**src/hdl/lleh_pkg.sv**
```systemverilog
// Shared types, constants and codes for the light level smoother.
package lleh_pkg;

	localparam int BLOCK_LENGTH = 10;

	localparam int SAMPLE_W = 12;
	localparam int LEVEL_W  = 12;
	localparam int SUM_W    = 16;
	localparam int CNT_W    = 4;
	localparam int WEIGHT_W = 7;
	localparam int ACC_W    = 19;
	localparam int CFG_W    = 12;
	localparam int CFG_IDX_W = 2;

	localparam logic [LEVEL_W-1:0]  MAX_LEVEL       = 12'd4095;
	localparam logic [CFG_W-1:0]    RESET_THRESHOLD = 12'd2048;
	localparam logic [CFG_W-1:0]    RESET_BAND      = 12'd200;
	localparam logic [WEIGHT_W-1:0] RESET_WEIGHT    = 7'd70;
	localparam logic [WEIGHT_W-1:0] WEIGHT_FULL     = 7'd100;

	localparam logic [CNT_W-1:0] LAST_COUNT = CNT_W'(BLOCK_LENGTH - 1);

	// sum / BLOCK_LENGTH as a reciprocal multiply, exact for 16-bit sums
	localparam int MEAN_SHIFT = 24;
	localparam int MEAN_RECIP_W = 25;
	localparam logic [MEAN_RECIP_W-1:0] MEAN_RECIP =
		MEAN_RECIP_W'((64'd1 << MEAN_SHIFT) / BLOCK_LENGTH + 1);

	// acc / 100 as a reciprocal multiply, exact for 19-bit accumulators
	localparam int DIV_SHIFT = 27;
	localparam int DIV_RECIP_W = 21;
	localparam logic [DIV_RECIP_W-1:0] DIV_RECIP =
		DIV_RECIP_W'((64'd1 << DIV_SHIFT) / 100 + 1);

	localparam int Q_DEPTH = 2;
	localparam int Q_PTR_W = 1;
	localparam int Q_CNT_W = 2;

	localparam logic [CFG_IDX_W-1:0] CFG_THRESHOLD = 2'd0;
	localparam logic [CFG_IDX_W-1:0] CFG_BAND      = 2'd1;
	localparam logic [CFG_IDX_W-1:0] CFG_WEIGHT    = 2'd2;

	typedef struct packed {
		logic [CFG_W-1:0]    threshold;
		logic [CFG_W-1:0]    band;
		logic [WEIGHT_W-1:0] weight;
	} lleh_cfg_t;

	typedef struct packed {
		logic full;
		logic empty;
	} lleh_qstat_t;

	typedef enum logic [2:0] {
		ST_IDLE,
		ST_MEAN,
		ST_MAC,
		ST_DIV,
		ST_EMIT
	} lleh_state_t;

endpackage

```
**src/hdl/lleh_front.sv**
```systemverilog
// Front end: accepts samples, sums each block and pushes the block sum.
module lleh_front (
	input  logic                             clk,
	input  logic                             arst_n,
	input  logic                             in_valid,
	output logic                             in_stall,
	input  logic [lleh_pkg::SAMPLE_W-1:0]    light_sample,
	input  lleh_pkg::lleh_qstat_t            qstat,
	output logic                             push,
	output logic [lleh_pkg::SUM_W-1:0]       push_sum
);

	logic [lleh_pkg::CNT_W-1:0] count_q;
	logic [lleh_pkg::SUM_W-1:0] sum_q;
	logic                       accept;
	logic [lleh_pkg::SUM_W-1:0] sum_next;
	logic                       block_end;

	assign in_stall  = qstat.full;
	assign accept    = in_valid && !in_stall;
	assign sum_next  = sum_q + lleh_pkg::SUM_W'(light_sample);
	assign block_end = (count_q == lleh_pkg::LAST_COUNT);
	assign push      = accept && block_end;
	assign push_sum  = sum_next;

	always_ff @(posedge clk or negedge arst_n) begin
		if (!arst_n) begin
			count_q <= '0;
			sum_q   <= '0;
		end else if (accept) begin
			if (block_end) begin
				count_q <= '0;
				sum_q   <= '0;
			end else begin
				count_q <= count_q + 1'b1;
				sum_q   <= sum_next;
			end
		end
	end

endmodule

```
**src/hdl/lleh_queue.sv**
```systemverilog
// Short queue of block sums between front and back.
module lleh_queue (
	input  logic                         clk,
	input  logic                         arst_n,
	input  logic                         push,
	input  logic [lleh_pkg::SUM_W-1:0]   push_sum,
	input  logic                         pop,
	output logic [lleh_pkg::SUM_W-1:0]   head_sum,
	output lleh_pkg::lleh_qstat_t        qstat
);

	logic [lleh_pkg::SUM_W-1:0]   mem_q [lleh_pkg::Q_DEPTH];
	logic [lleh_pkg::Q_PTR_W-1:0] wr_ptr_q;
	logic [lleh_pkg::Q_PTR_W-1:0] rd_ptr_q;
	logic [lleh_pkg::Q_CNT_W-1:0] fill_q;

	assign head_sum    = mem_q[rd_ptr_q];
	assign qstat.full  = (fill_q == lleh_pkg::Q_CNT_W'(lleh_pkg::Q_DEPTH));
	assign qstat.empty = (fill_q == '0);

	always_ff @(posedge clk) begin
		if (push) begin
			mem_q[wr_ptr_q] <= push_sum;
		end
	end

	always_ff @(posedge clk or negedge arst_n) begin
		if (!arst_n) begin
			wr_ptr_q <= '0;
			rd_ptr_q <= '0;
			fill_q   <= '0;
		end else begin
			if (push) begin
				wr_ptr_q <= wr_ptr_q + 1'b1;
			end
			if (pop) begin
				rd_ptr_q <= rd_ptr_q + 1'b1;
			end
			if (push && !pop) begin
				fill_q <= fill_q + 1'b1;
			end else if (pop && !push) begin
				fill_q <= fill_q - 1'b1;
			end
		end
	end

endmodule

```
**src/hdl/lleh_back.sv**
```systemverilog
// Back end: block mean, smoothing update, dark/lit hysteresis and result register.
module lleh_back (
	input  logic                          clk,
	input  logic                          arst_n,
	input  lleh_pkg::lleh_cfg_t           cfg,
	input  lleh_pkg::lleh_qstat_t         qstat,
	input  logic [lleh_pkg::SUM_W-1:0]    head_sum,
	output logic                          pop,
	output logic                          out_valid,
	input  logic                          out_stall,
	output logic [lleh_pkg::LEVEL_W-1:0]  smoothed_level,
	output logic                          room_dark,
	output logic                          state_changed
);

	lleh_pkg::lleh_state_t state_q;
	lleh_pkg::lleh_state_t state_next;

	logic [lleh_pkg::SUM_W-1:0]    sum_q;
	logic [lleh_pkg::LEVEL_W-1:0]  mean_q;
	logic [lleh_pkg::ACC_W-1:0]    acc_q;
	logic [lleh_pkg::LEVEL_W-1:0]  quo_q;
	logic [lleh_pkg::LEVEL_W-1:0]  level_q;
	logic                          dark_q;
	logic                          out_valid_q;
	logic [lleh_pkg::LEVEL_W-1:0]  out_level_q;
	logic                          out_dark_q;
	logic                          out_changed_q;

	logic                                                  fire;
	logic [lleh_pkg::WEIGHT_W-1:0]                         w_sat;
	logic [lleh_pkg::WEIGHT_W-1:0]                         w_rest;
	logic [lleh_pkg::SUM_W+lleh_pkg::MEAN_RECIP_W-1:0]     mean_prod;
	logic [lleh_pkg::ACC_W+lleh_pkg::DIV_RECIP_W-1:0]      div_prod;
	logic [lleh_pkg::ACC_W-1:0]                            acc_next;
	logic [lleh_pkg::CFG_W:0]                              upper;
	logic                                                  go_lit;
	logic                                                  go_dark;

	assign w_sat  = (cfg.weight > lleh_pkg::WEIGHT_FULL) ? lleh_pkg::WEIGHT_FULL : cfg.weight;
	assign w_rest = lleh_pkg::WEIGHT_FULL - w_sat;

	assign mean_prod = lleh_pkg::SUM_W'(sum_q) * lleh_pkg::MEAN_RECIP;
	assign acc_next  = lleh_pkg::ACC_W'(level_q) * lleh_pkg::ACC_W'(w_sat)
		+ lleh_pkg::ACC_W'(mean_q) * lleh_pkg::ACC_W'(w_rest);
	assign div_prod  = acc_q * lleh_pkg::DIV_RECIP;

	assign upper   = {1'b0, cfg.threshold} + {1'b0, cfg.band};
	assign go_lit  = dark_q && ({1'b0, quo_q} > upper);
	assign go_dark = !dark_q && (({1'b0, quo_q} + {1'b0, cfg.band}) < {1'b0, cfg.threshold});

	assign fire = (state_q == lleh_pkg::ST_EMIT) && (!out_valid_q || !out_stall);

	always_ff @(posedge clk or negedge arst_n) begin
		if (!arst_n) begin
			state_q <= lleh_pkg::ST_IDLE;
		end else begin
			state_q <= state_next;
		end
	end

	always_comb begin
		state_next = state_q;
		pop        = 1'b0;
		unique case (state_q)
			lleh_pkg::ST_IDLE: begin
				if (!qstat.empty) begin
					pop        = 1'b1;
					state_next = lleh_pkg::ST_MEAN;
				end
			end
			lleh_pkg::ST_MEAN: state_next = lleh_pkg::ST_MAC;
			lleh_pkg::ST_MAC:  state_next = lleh_pkg::ST_DIV;
			lleh_pkg::ST_DIV:  state_next = lleh_pkg::ST_EMIT;
			lleh_pkg::ST_EMIT: begin
				if (fire) begin
					state_next = lleh_pkg::ST_IDLE;
				end
			end
			default: state_next = lleh_pkg::ST_IDLE;
		endcase
	end

	always_ff @(posedge clk) begin
		if (pop) begin
			sum_q <= head_sum;
		end
		if (state_q == lleh_pkg::ST_MEAN) begin
			mean_q <= mean_prod[lleh_pkg::MEAN_SHIFT +: lleh_pkg::LEVEL_W];
		end
		if (state_q == lleh_pkg::ST_MAC) begin
			acc_q <= acc_next;
		end
		if (state_q == lleh_pkg::ST_DIV) begin
			quo_q <= div_prod[lleh_pkg::DIV_SHIFT +: lleh_pkg::LEVEL_W];
		end
		if (fire) begin
			out_level_q   <= quo_q;
			out_dark_q    <= (dark_q && !go_lit) || go_dark;
			out_changed_q <= go_lit || go_dark;
		end
	end

	always_ff @(posedge clk or negedge arst_n) begin
		if (!arst_n) begin
			level_q     <= lleh_pkg::MAX_LEVEL;
			dark_q      <= 1'b0;
			out_valid_q <= 1'b0;
		end else begin
			if (fire) begin
				level_q     <= quo_q;
				dark_q      <= (dark_q && !go_lit) || go_dark;
				out_valid_q <= 1'b1;
			end else if (!out_stall) begin
				out_valid_q <= 1'b0;
			end
		end
	end

	assign out_valid      = out_valid_q;
	assign smoothed_level = out_level_q;
	assign room_dark      = out_dark_q;
	assign state_changed  = out_changed_q;

endmodule

```
**src/hdl/light_level_ema_hysteresis.sv**
```systemverilog
// Top level: configuration registers, front end, sum queue and back end.
// A block result follows its last accepted sample through the queue and the back
// end's pop, mean, multiply-add, divide and emit states. Throughput: one sample
// per cycle while in_stall is low; in_stall rises only when out_stall holds the
// back end long enough for the two-entry queue to fill.
// Reset: level 4095, room lit, counters cleared, registers 2048 / 200 / 70.
module light_level_ema_hysteresis (
	input  logic                             clk,
	input  logic                             arst_n,
	input  logic                             cfg_we,
	input  logic [lleh_pkg::CFG_IDX_W-1:0]   cfg_index,
	input  logic [lleh_pkg::CFG_W-1:0]       cfg_data,
	input  logic                             in_valid,
	output logic                             in_stall,
	input  logic [lleh_pkg::SAMPLE_W-1:0]    light_sample,
	output logic                             out_valid,
	input  logic                             out_stall,
	output logic [lleh_pkg::LEVEL_W-1:0]     smoothed_level,
	output logic                             room_dark,
	output logic                             state_changed
);

	lleh_pkg::lleh_cfg_t   cfg_q;
	lleh_pkg::lleh_qstat_t qstat;
	logic                         push;
	logic [lleh_pkg::SUM_W-1:0]   push_sum;
	logic                         pop;
	logic [lleh_pkg::SUM_W-1:0]   head_sum;

	always_ff @(posedge clk or negedge arst_n) begin
		if (!arst_n) begin
			cfg_q.threshold <= lleh_pkg::RESET_THRESHOLD;
			cfg_q.band      <= lleh_pkg::RESET_BAND;
			cfg_q.weight    <= lleh_pkg::RESET_WEIGHT;
		end else if (cfg_we) begin
			unique case (cfg_index)
				lleh_pkg::CFG_THRESHOLD: cfg_q.threshold <= cfg_data;
				lleh_pkg::CFG_BAND:      cfg_q.band      <= cfg_data;
				lleh_pkg::CFG_WEIGHT:    cfg_q.weight    <= cfg_data[lleh_pkg::WEIGHT_W-1:0];
				default: ;
			endcase
		end
	end

	lleh_front u_front (
		.clk          (clk),
		.arst_n       (arst_n),
		.in_valid     (in_valid),
		.in_stall     (in_stall),
		.light_sample (light_sample),
		.qstat        (qstat),
		.push         (push),
		.push_sum     (push_sum)
	);

	lleh_queue u_queue (
		.clk      (clk),
		.arst_n   (arst_n),
		.push     (push),
		.push_sum (push_sum),
		.pop      (pop),
		.head_sum (head_sum),
		.qstat    (qstat)
	);

	lleh_back u_back (
		.clk            (clk),
		.arst_n         (arst_n),
		.cfg            (cfg_q),
		.qstat          (qstat),
		.head_sum       (head_sum),
		.pop            (pop),
		.out_valid      (out_valid),
		.out_stall      (out_stall),
		.smoothed_level (smoothed_level),
		.room_dark      (room_dark),
		.state_changed  (state_changed)
	);

	a_no_push_full: assert property (@(posedge clk) disable iff (!arst_n)
		!(push && qstat.full))
		else $error("block sum pushed into full queue");

	a_no_pop_empty: assert property (@(posedge clk) disable iff (!arst_n)
		!(pop && qstat.empty))
		else $error("block sum popped from empty queue");

	a_lit_level_nonzero: assert property (@(posedge clk) disable iff (!arst_n)
		out_valid && state_changed && !room_dark |-> smoothed_level != '0)
		else $error("switch to lit with zero level");

endmodule
```
**config.mk**
```make
export PLATFORM = sky130hd
export DESIGN_NAME = light_level_ema_hysteresis
export DESIGN_NICKNAME = d
export VERILOG_FILES = /design/src/hdl/lleh_pkg.sv /design/src/hdl/lleh_front.sv /design/src/hdl/lleh_queue.sv /design/src/hdl/lleh_back.sv /design/src/hdl/light_level_ema_hysteresis.sv
export SDC_FILE = /design/constraint.sdc
export NUM_CORES = 1
export LEC_CHECK = 0
export BUFFER_PORTS_ARGS = -buffer_cell sky130_fd_sc_hd__buf_2
export CORE_UTILIZATION = 44
export DETAILED_ROUTE_END_ITERATION = 16
export PLACE_DENSITY_LB_ADDON = 0.1
export SETUP_SLACK_MARGIN = 0.15
export SYNTH_ARGS = -nofsm -noshare
export SYNTH_HDL_FRONTEND = slang
export SYNTH_SLANG_ARGS = --single-unit
```
**constraint.sdc**
```tcl
create_clock -name clk -period 17.35 [get_ports clk]
set_clock_uncertainty 0.05 [all_clocks]
set_input_delay 1.735 -clock clk [delete_from_list [all_inputs] [get_ports clk]]
set_output_delay 1.735 -clock clk [all_outputs]
set_load 0.05 [all_outputs]
```
# ---- After elaboration in Yosys (flattened, before gate mapping)
# Memory sizes are Yosys's and may differ from the RTL's. A register that Yosys moved wholly into a read port is not among the register bits.
# Cells that the tools add are included.
# W data, S select, Z words.
dict set report word_totals {
  regBits 129
  mem_count 1
  ram_bits 32
  elab_cells 87
  in_bits 31
  output_inout_bits 16
}
dict set report classes {
  magnitude_cmp 3
  eq_ne 11
  reduce_logical 26
  addsub 10
  mul 4
  n_mux 14
}
# memory words word_bits read_ports rd_ports_with_merged_regs wr line
set memory_table {}
lappend memory_table {u_queue.mem_q 2 16 1 1 1 lleh_queue.sv:12} ;# logic [lleh_pkg::SUM_W-1:0] mem_q [lleh_pkg::Q_DEPTH];
# cell count
set op_table {}
lappend op_table {{$mul A12 B7 Y19} 2}
lappend op_table {{$mul A19 B20 Y38 const B} 1}
lappend op_table {{$mul A16 B20 Y35 const B} 1}
lappend op_table {{$add A12 B12 Y13} 2}
lappend op_table {{$add A19 B19 Y19} 1}
lappend op_table {{$add A16 B12 Y16} 1}
lappend op_table {{$mux W16} 1}
lappend op_table {{$pmux W3 S5} 1}
lappend op_table {{$gt A12 B13 Y1} 1}
lappend op_table {{$lt A13 B12 Y1} 1}
lappend op_table {{$logic_and A1 B1 Y1} 8}
lappend op_table {{$reduce_and A2 Y1} 4}
lappend op_table {{$gt A7 B7 Y1 const B} 1}
lappend op_table {{$logic_not A1 Y1} 7}
lappend op_table {{$mux W7} 1}
lappend op_table {{$sub A7 B7 Y7 const A} 1}
lappend op_table {{$eq A3 B2 Y1 const B} 2}
lappend op_table {{$mux W1} 6}
lappend op_table {{$mux W3} 2}
lappend op_table {{$add A4 B1 Y4 const B} 1}
lappend op_table {{$eq A2 B2 Y1 const B} 2}
lappend op_table {{$eq A4 B4 Y1 const B} 1}
lappend op_table {{$logic_not A2 Y1} 2}
lappend op_table {{$mux W2} 2}
lappend op_table {{12 further kinds} 16}

# ---- Depth between registers and ports, before layout
# Gate-level depths: netlist of the first run.
dict set report logic_depth {
  word_depth 8
  ltp_mapped 31
  ltp_nobuf 29
}

# ---- By module
# Synthesis of the first run repeated with hierarchy kept, for this count alone.
dict set report unflattened {
  hier_cells 2268
  area_unflattened_um2 24025.5
}
# module area_each_um2 n_inst seq_area_each_um2 cells_each
set modules_own_cells {}
lappend modules_own_cells {lleh_back 20020.5 1 2632.5 1981}
lappend modules_own_cells {lleh_front 1410.1 1 500.5 154}
lappend modules_own_cells {lleh_queue 1392.6 1 1061.0 66}
lappend modules_own_cells {light_level_ema_hysteresis 1202.4 1 784.5 67}

# ---- Worst setup path after synthesis of the first run
# No wires, ideal clock.
dict set report synth_timing {
  kind {register to register}
  from {register cfg_q[0] (netlist bit)}
  to {register u_back.acc_q[12] (netlist bit), data pin}
  setup_time_ps 258
  t_arrival_ps 7057
  path_stages_with_launch 30
  path_slack_ps 9985
  path_buffers 2
  synth_period_minus_slack_ps 7365
  required_ps 17042
  path_cell_list {dfrtp_1 -> o21ai_1 -> a21oi_1 -> nor2b_1 -> clkbuf_1 -> inv_1 -> ha_1 -> inv_1 -> o311ai_0 -> a21oi_1 -> clkbuf_1 -> nand2_1 -> fa_1 -> fa_1 -> inv_1 -> fa_1 -> inv_1 -> fa_1 -> inv_1 -> fa_1 -> inv_1 -> fa_1 -> inv_1 -> ha_1 -> o31a_1 -> a31o_2 -> a21o_1 -> a21o_1 -> a21oi_1 -> xnor2_1}
}
dict set report synth_between {
  elab_chain_len 5
  elab_cells_between_ends 6
  cone_classes {add/sub: 2; mul: 2; order compare: 1; mux: 1}
}
# element line
set synth_lines {}
lappend synth_lines {{from (decl)} light_level_ema_hysteresis.sv:23} ;# lleh_pkg::lleh_cfg_t cfg_q;
lappend synth_lines {{$gt A7 B7 Y1} lleh_back.sv:40} ;# assign w_sat = (cfg.weight > lleh_pkg::WEIGHT_FULL) ? lleh_pkg::WEIGHT_FULL : cfg.weight;
lappend synth_lines {{$mux W7 *} lleh_back.sv:40}
lappend synth_lines {{$sub A7 B7 Y7} lleh_back.sv:41} ;# assign w_rest = lleh_pkg::WEIGHT_FULL - w_sat;
lappend synth_lines {{$mul A12 B7 Y19} lleh_back.sv:45} ;# + lleh_pkg::ACC_W'(mean_q) * lleh_pkg::ACC_W'(w_rest);
lappend synth_lines {{$add A19 B19 Y19 *} lleh_back.sv:45}
lappend synth_lines {{named net u_back.acc_next, one bit} lleh_back.sv:35} ;# logic [lleh_pkg::ACC_W-1:0] acc_next;
lappend synth_lines {{to (signal assigned)} lleh_back.sv:92} ;# acc_q <= acc_next;
lappend synth_lines {{to (decl)} lleh_back.sv:21} ;# logic [lleh_pkg::ACC_W-1:0] acc_q;
# The timed path passes the listed nets; every way through them passes the cells marked *.
# A chain may end at the register's enable or synchronous reset.

# ---- Final worst setup path of the first run
dict set report layout_timing {
  from {register cfg_q[5] (netlist bit)}
  to {register u_back.acc_q[12] (netlist bit), data pin}
}
# The elaborated chain is that of the path after synthesis.

==> results of run 1 <==
==> logic make-up (layout without fill, tap and decap cells) <==
group / count (synthesis) / in the layout / share of synthesized area
DFF: 177 / 177 / 0.209
adders and majority gates: 738 / 738 / 0.492
AOI/OAI and AO/OA: 255 / 255 / 0.0703
and+or+nand+nor: 443 / 443 / 0.0942
xor gates and xnor gates: 90 / 90 / 0.0330
buffers and inverters: 529 / 586 / 0.0832
muxes: 41 / 41 / 0.0191
==> metal layers <==
layer / up-vias / share of wire
met3: 47 / 0.025
met1: 7663 / 0.49
met2: 164 / 0.47
li1: 7434 / -
met4: 0 / 0.015
met5: - / 0
==> registers in the layout, summed over array words and instances (netlist names), 2 cells and up <==
| name | cells |
|---|---|
| u_front.count_q | 4 |
| u_back.smoothed_level | 12 |
| cfg_q | 31 |
| u_back.mean_q | 12 |
| u_back.state_q | 3 |
| u_back.acc_q | 19 |
| u_queue.fill_q | 2 |
| u_queue.mem_q | 32 |
| u_back.quo_q | 12 |
| u_back.sum_q | 16 |
| u_front.sum_q | 16 |
| u_back.level_q | 12 |
==> area by class of cell <==
type | count | share of cell area
Sequential cell | 177 | 0.195
Timing Repair Buffer | 51 | 0.0106
Clock inverter | 15 | 0.00647
Inverter | 503 | 0.0740
Clock buffer | 17 | 0.0167
Tap cell | 688 | 0.0337
Multi-Input combinational cell | 1567 | 0.663
==> metrics by stage <==
step | hold WS (ps) | instance area, sq um | worst slack [ps]
detailed placement | 438 | 24900 | 9190
floorplan | 393 | 23900 | 9980
CTS | 456 | 25500 | 9180
global route | 477 | 25500 | 8640
finish | 450 | 25500 | 9200
global placement | 421 | 24900 | 9350
==> worst max-delay path: cells and delay by family (launching register included) <==
family | cells | cell delay [ps]
buffers and inverters | 8 | 740
adders and majority gates | 8 | 3710
AOI/OAI and AO/OA | 8 | 2160
and+or+nand+nor | 3 | 550
xor gates and xnor gates | 1 | 80
DFF | 1 | 570
==> cells in the mapped netlist, types with 21 or more instances <==
library cell / number / area, sq um
xnor2_1: 63 / 552
and2_1: 92 / 576
o21ai_0: 47 / 235
nor2_1: 53 / 199
a21o_1: 42 / 315
mux2_2: 37 / 417
clkbuf_1: 23 / 86.3
edfxtp_1: 105 / 3150
xor2_1: 27 / 236
nand3_1: 21 / 105
dfrtp_1: 53 / 1330
a21oi_1: 74 / 370
fa_1: 333 / 6670
ha_1: 405 / 5070
nand2_1: 172 / 646
inv_1: 503 / 1890
==> worst paths after layout <==
kind | cells past startpoint | to | slack, ps
hold / removal | 2 | u_front.sum_q[2] | 450
hold reg to reg | 2 | u_front.sum_q[2] | 450
max in group asynchronous | 1 | cfg_q[7] | 15230
setup reg to reg | 28 | u_back.acc_q[12] | 9200
setup / recovery | 28 | u_back.acc_q[12] | 9200
min in group asynchronous | 1 | u_front.sum_q[10] | 1360
==> impl_metrics.json, run 1 <==
{
  "outcome": "completed",
  "nets": 3086,
  "vias": 15300,
  "slowest_stage": "a21oi_1",
  "die_w_um": 235,
  "grt_pass1_vias": 16500,
  "grt_pass1_wl_um": 86400,
  "synth_cell_type_count": 68,
  "grt.met1_usage": 0.279,
  "synthArstFlopShare": 0.407,
  "grt_util_met3": 0.0275,
  "routed_wl_um": 52300,
  "ant_nets": 0,
  "initial_core_util": 0.450,
  "hold_path.startpoint": "u_front.sum_q[2]",
  "critical_path_arrival_ps": 8320,
  "cts_tree": "done",
  "fmax_mhz": 123,
  "n_antenna_cell": 0,
  "rows": 84,
  "clk_latency_ps": 460,
  "regArea_sq_um": 4980,
  "clk_pin_slew_worst_paths_ps": 80,
  "synth-warning-count": 0,
  "synthesis.nets": 3042,
  "r2r_start": "cfg_q[5]",
  "slew_viol_final": 0,
  "first_pass_iters": 4,
  "final_common_cell": "inv_1",
  "ys.flop_type": "edfxtp_1",
  "cts_buffer_depth": 2,
  "layout_common_cells": "inv_1 (503), ha_1 (405), fa_1 (333), nand2_1 (172), edfxtp_1 (105)",
  "hold_path.class": "reg2reg",
  "grt.total_usage": 0.198,
  "setup_tns_ps": 0,
  "port_buffers": 46,
  "synth_edf_count": 105,
  "htree_levels": 4,
  "finalSetupViolCount": 0,
  "grt.overflow.total": 0,
  "maxSlewHeadroom": 0.181,
  "max_stage_delay_ps": 780,
  "rsz0062_at_grt": "no",
  "netlist_area_sq_um": 23900,
  "final_util": 0.481,
  "grt_max_degree": 73,
  "crit_fanout": 25,
  "grt-busiest-layer": "met2",
  "critical_path_class": "reg2reg",
  "met2_usage": 0.324,
  "die-height_um": 235,
  "placed_cells": 2986,
  "syn2layout_area_growth_pct": 6.87,
  "multi_input_area_sq_um": 16900,
  "drc": 0,
  "fillCellCount": 4965,
  "io-pin-count": 47,
  "place.gp.congestion": 0.858,
  "finalCritPeriodShare": 0.470,
  "via_per_inst": 5.07,
  "cts_sinks": 177,
  "period_needed_ps": 8150,
  "drive_gt1_frac": 0.0708,
  "core_sq_um": 53100,
  "hold_viol_final": 0,
  "max_cap_violations": 0,
  "cts_buffers": 17,
  "postSynthAreaPerCell_sq_um": 10.5,
  "endpoint_kind": "flop",
  "dpl.hpwl_um": 44300,
  "die_area_sq_um": 55200,
  "cp-startpoint": "cfg_q[5]",
  "cts_resized": 0,
  "hold_buffers": 0,
  "max_slew.worst_pin.slew_ps": 1220,
  "detail_route.wl_per_cell_um": 17.3,
  "drt_iter0_markers": 601,
  "cp-start-kind": "flop",
  "cp.required_ps": 17520,
  "crit_top_cell": "inv_1",
  "synth_cells": 2273,
  "antenna_found_initial": 0,
  "cts_setup_buffers": 0,
  "yosysSeqAreaShare": 0.209,
  "ys_seq_elements": 177,
  "fin_cells": 3018,
  "clockRootBuffer": "clkbuf_16"
}
Power of run 1 is left out: the tool's default activity adds up to more than one toggle a clock period on the data nets, which glitch-free logic cannot reach.
==> run 2, diff against run 1 <==
==> constraint.sdc (replaced) <==
create_clock -name clk -period 7.4 [get_ports clk]
set_clock_uncertainty 0.05 [all_clocks]
set_input_delay 0.74 -clock clk [delete_from_list [all_inputs] [get_ports clk]]
set_output_delay 0.74 -clock clk [all_outputs]
set_load 0.05 [all_outputs]
==> run 2 against run 1 <==
Effect of this change: fmax up 16%; hold slack worse by 120 ps; design area up 1.0%; sequential share of layout area down 0.20 points; routed wire length up 0.80%; clock-buffer cell count unchanged; die area unchanged; first-iteration DRC count down 2.2%; final cell count up 0.70%; largest cell class unchanged; highest routed layer is now met5.
==> impl_metrics.json, run 2 (synthesized netlist as in run 1, its figures left out) <==
{
  "r2r_end": "u_back.acc_q[12]",
  "period_needed_ps": 7060,
  "endpoint_kind": "flop",
  "r2r_start": "cfg_q[0]",
  "grt_pass1_vias": 16600,
  "io-pin-count": 47,
  "clk_latency_ps": 470,
  "die_w_um": 235,
  "place.gp.congestion": 0.877,
  "dpl.hpwl_um": 44700,
  "detail_route.wl_per_cell_um": 17.4,
  "clockRootBuffer": "clkbuf_16",
  "critical_path_class": "reg2reg",
  "routed_wl_um": 52800,
  "crit_fanout": 5,
  "slowest_stage": "fa_1",
  "rsz0062_at_grt": "no",
  "port_buffers": 46,
  "cts_tree": "done",
  "rrSetupSlack_ps": 340,
  "drive_gt1_frac": 0.0851,
  "max_stage_delay_ps": 540,
  "setup_tns_ps": 0,
  "cts_sinks": 177,
  "hold_path.class": "in2async",
  "finalSetupViolCount": 0,
  "cp-start-kind": "flop",
  "grt.total_usage": 0.200,
  "finalCritPeriodShare": 0.953,
  "outcome": "completed",
  "vias": 15400,
  "core_sq_um": 53100,
  "cts_buffer_depth": 2,
  "hold_viol_final": 0,
  "layout_common_cells": "inv_1 (502), ha_1 (403), fa_1 (333), nand2_1 (171), edfxtp_1 (105)",
  "grt_max_degree": 73,
  "max_cap_violations": 0,
  "fillCellCount": 4981,
  "htree_levels": 4,
  "hold_buffers": 0,
  "ant_nets": 0,
  "antenna_found_initial": 2,
  "crit_top_cell": "fa_1",
  "initial_core_util": 0.450,
  "drt_iter0_markers": 588,
  "placed_cells": 3002,
  "maxSlewHeadroom": 0.245,
  "cp.depth": 27,
  "largest_register_ffs": 32,
  "crit_buf_inv": 5,
  "grt.overflow.total": 0,
  "syn2layout_area_growth_pct": 7.95,
  "die-height_um": 235,
  "path_delay_family": "adder cells",
  "reg2reg_depth": 27,
  "top_register": "u_queue.mem_q",
  "die_area_sq_um": 55200,
  "drc": 0,
  "cp.required_ps": 7570,
  "reg_top3": "u_queue.mem_q x32, cfg_q x31, u_back.acc_q x19",
  "final_common_cell": "inv_1",
  "fmax_mhz": 142,
  "rows": 84,
  "slew_viol_final": 0,
  "grt_pass1_wl_um": 86900,
  "max_slew.worst_pin.slew_ps": 1130,
  "nets": 3106,
  "clk_pin_slew_worst_paths_ps": 80,
  "via_per_inst": 5.06,
  "fin_cells": 3039,
  "cts_buffers": 17,
  "critical_path_arrival_ps": 7230,
  "first_pass_iters": 5
}
==> run 2: cell types whose count changed in the layout (fill, tap and decap cells not counted), moves of 2 or more <==
cell     previous run  this run
a21oi_2             0         5
ha_1              405       403
buf_4               6        25
xnor2_1            63        61
a21oi_1            74        68
==> run 2: what timing repair did <==
item                       CTS  global route
setup buffers                0             3
pin swaps                    0             5
cloned                       0             1
setup endpoints to repair    3             7
hold endpoints to repair     0             0
gates resized for setup      2            18
==> run 2: worst reg2reg max path: cells and delay by family, from the launching register on <==
kind	cells	cell delay (ps)
adder cells (fa/ha/maj)	8	3630
flip-flops	1	400
buffers and inverters	5	450
XOR/XNOR	1	90
AND/OR/NAND/NOR	4	760
AO/OA/AOI/OAI	9	1430
==> run 2: worst max path at each step <==
stage	slack (ps)	end	from
4_1_cts	160	u_back.acc_q[18]	cfg_q[6]
5_1_grt	110	u_back.acc_q[12]	cfg_q[0]
6_report	340	u_back.acc_q[12]	cfg_q[0]
3_5_place_dp	90	u_back.acc_q[12]	cfg_q[6]
3_3_place_gp	230	u_back.acc_q[17]	cfg_q[6]
2_1_floorplan	190	u_back.acc_q[12]	cfg_q[0]
==> run 2: area by class of cell <==
cell class | count | area, sq um | share of cell area
clock inverters | 15 | 186 | 0.00724
inverters | 503 | 1890 | 0.0733
multi-input cells | 1567 | 17000 | 0.660
diodes | 1 | 2.50 | 0.0000971
well taps | 688 | 861 | 0.0334
repair buffers | 71 | 418 | 0.0162
clock buffers | 17 | 425 | 0.0165
flip-flops and latches | 177 | 4980 | 0.193
==> run 2: through the flow <==
| step | utilization | hold WS, ps | setup slack (ps) | instance area, sq um |
|---|---|---|---|---|
| 2_1_floorplan | - | 393 | 186 | 23900 |
| 3_3_place_gp | 0.472 | 422 | 226 | 25000 |
| 3_5_place_dp | 0.472 | 441 | 87.6 | 25000 |
| 4_1_cts | 0.484 | 376 | 158 | 25700 |
| 5_1_grt | 0.485 | 426 | 112 | 25800 |
| 6_report | 0.485 | 329 | 344 | 25800 |
==> run 2: per-layer routing <==
metal / GRT usage / vias to the layer above / share of wire / wire (um)
li1: - / 7493 / - / -
met2: 0.328 / 201 / 0.47 / 24800
met1: 0.273 / 7630 / 0.48 / 25100
met3: 0.0311 / 54 / 0.032 / 1680
met5: 0 / - / 0.00015 / 8
met4: 0.0562 / 2 / 0.022 / 1170
Power of run 2 is left out for the same reason.
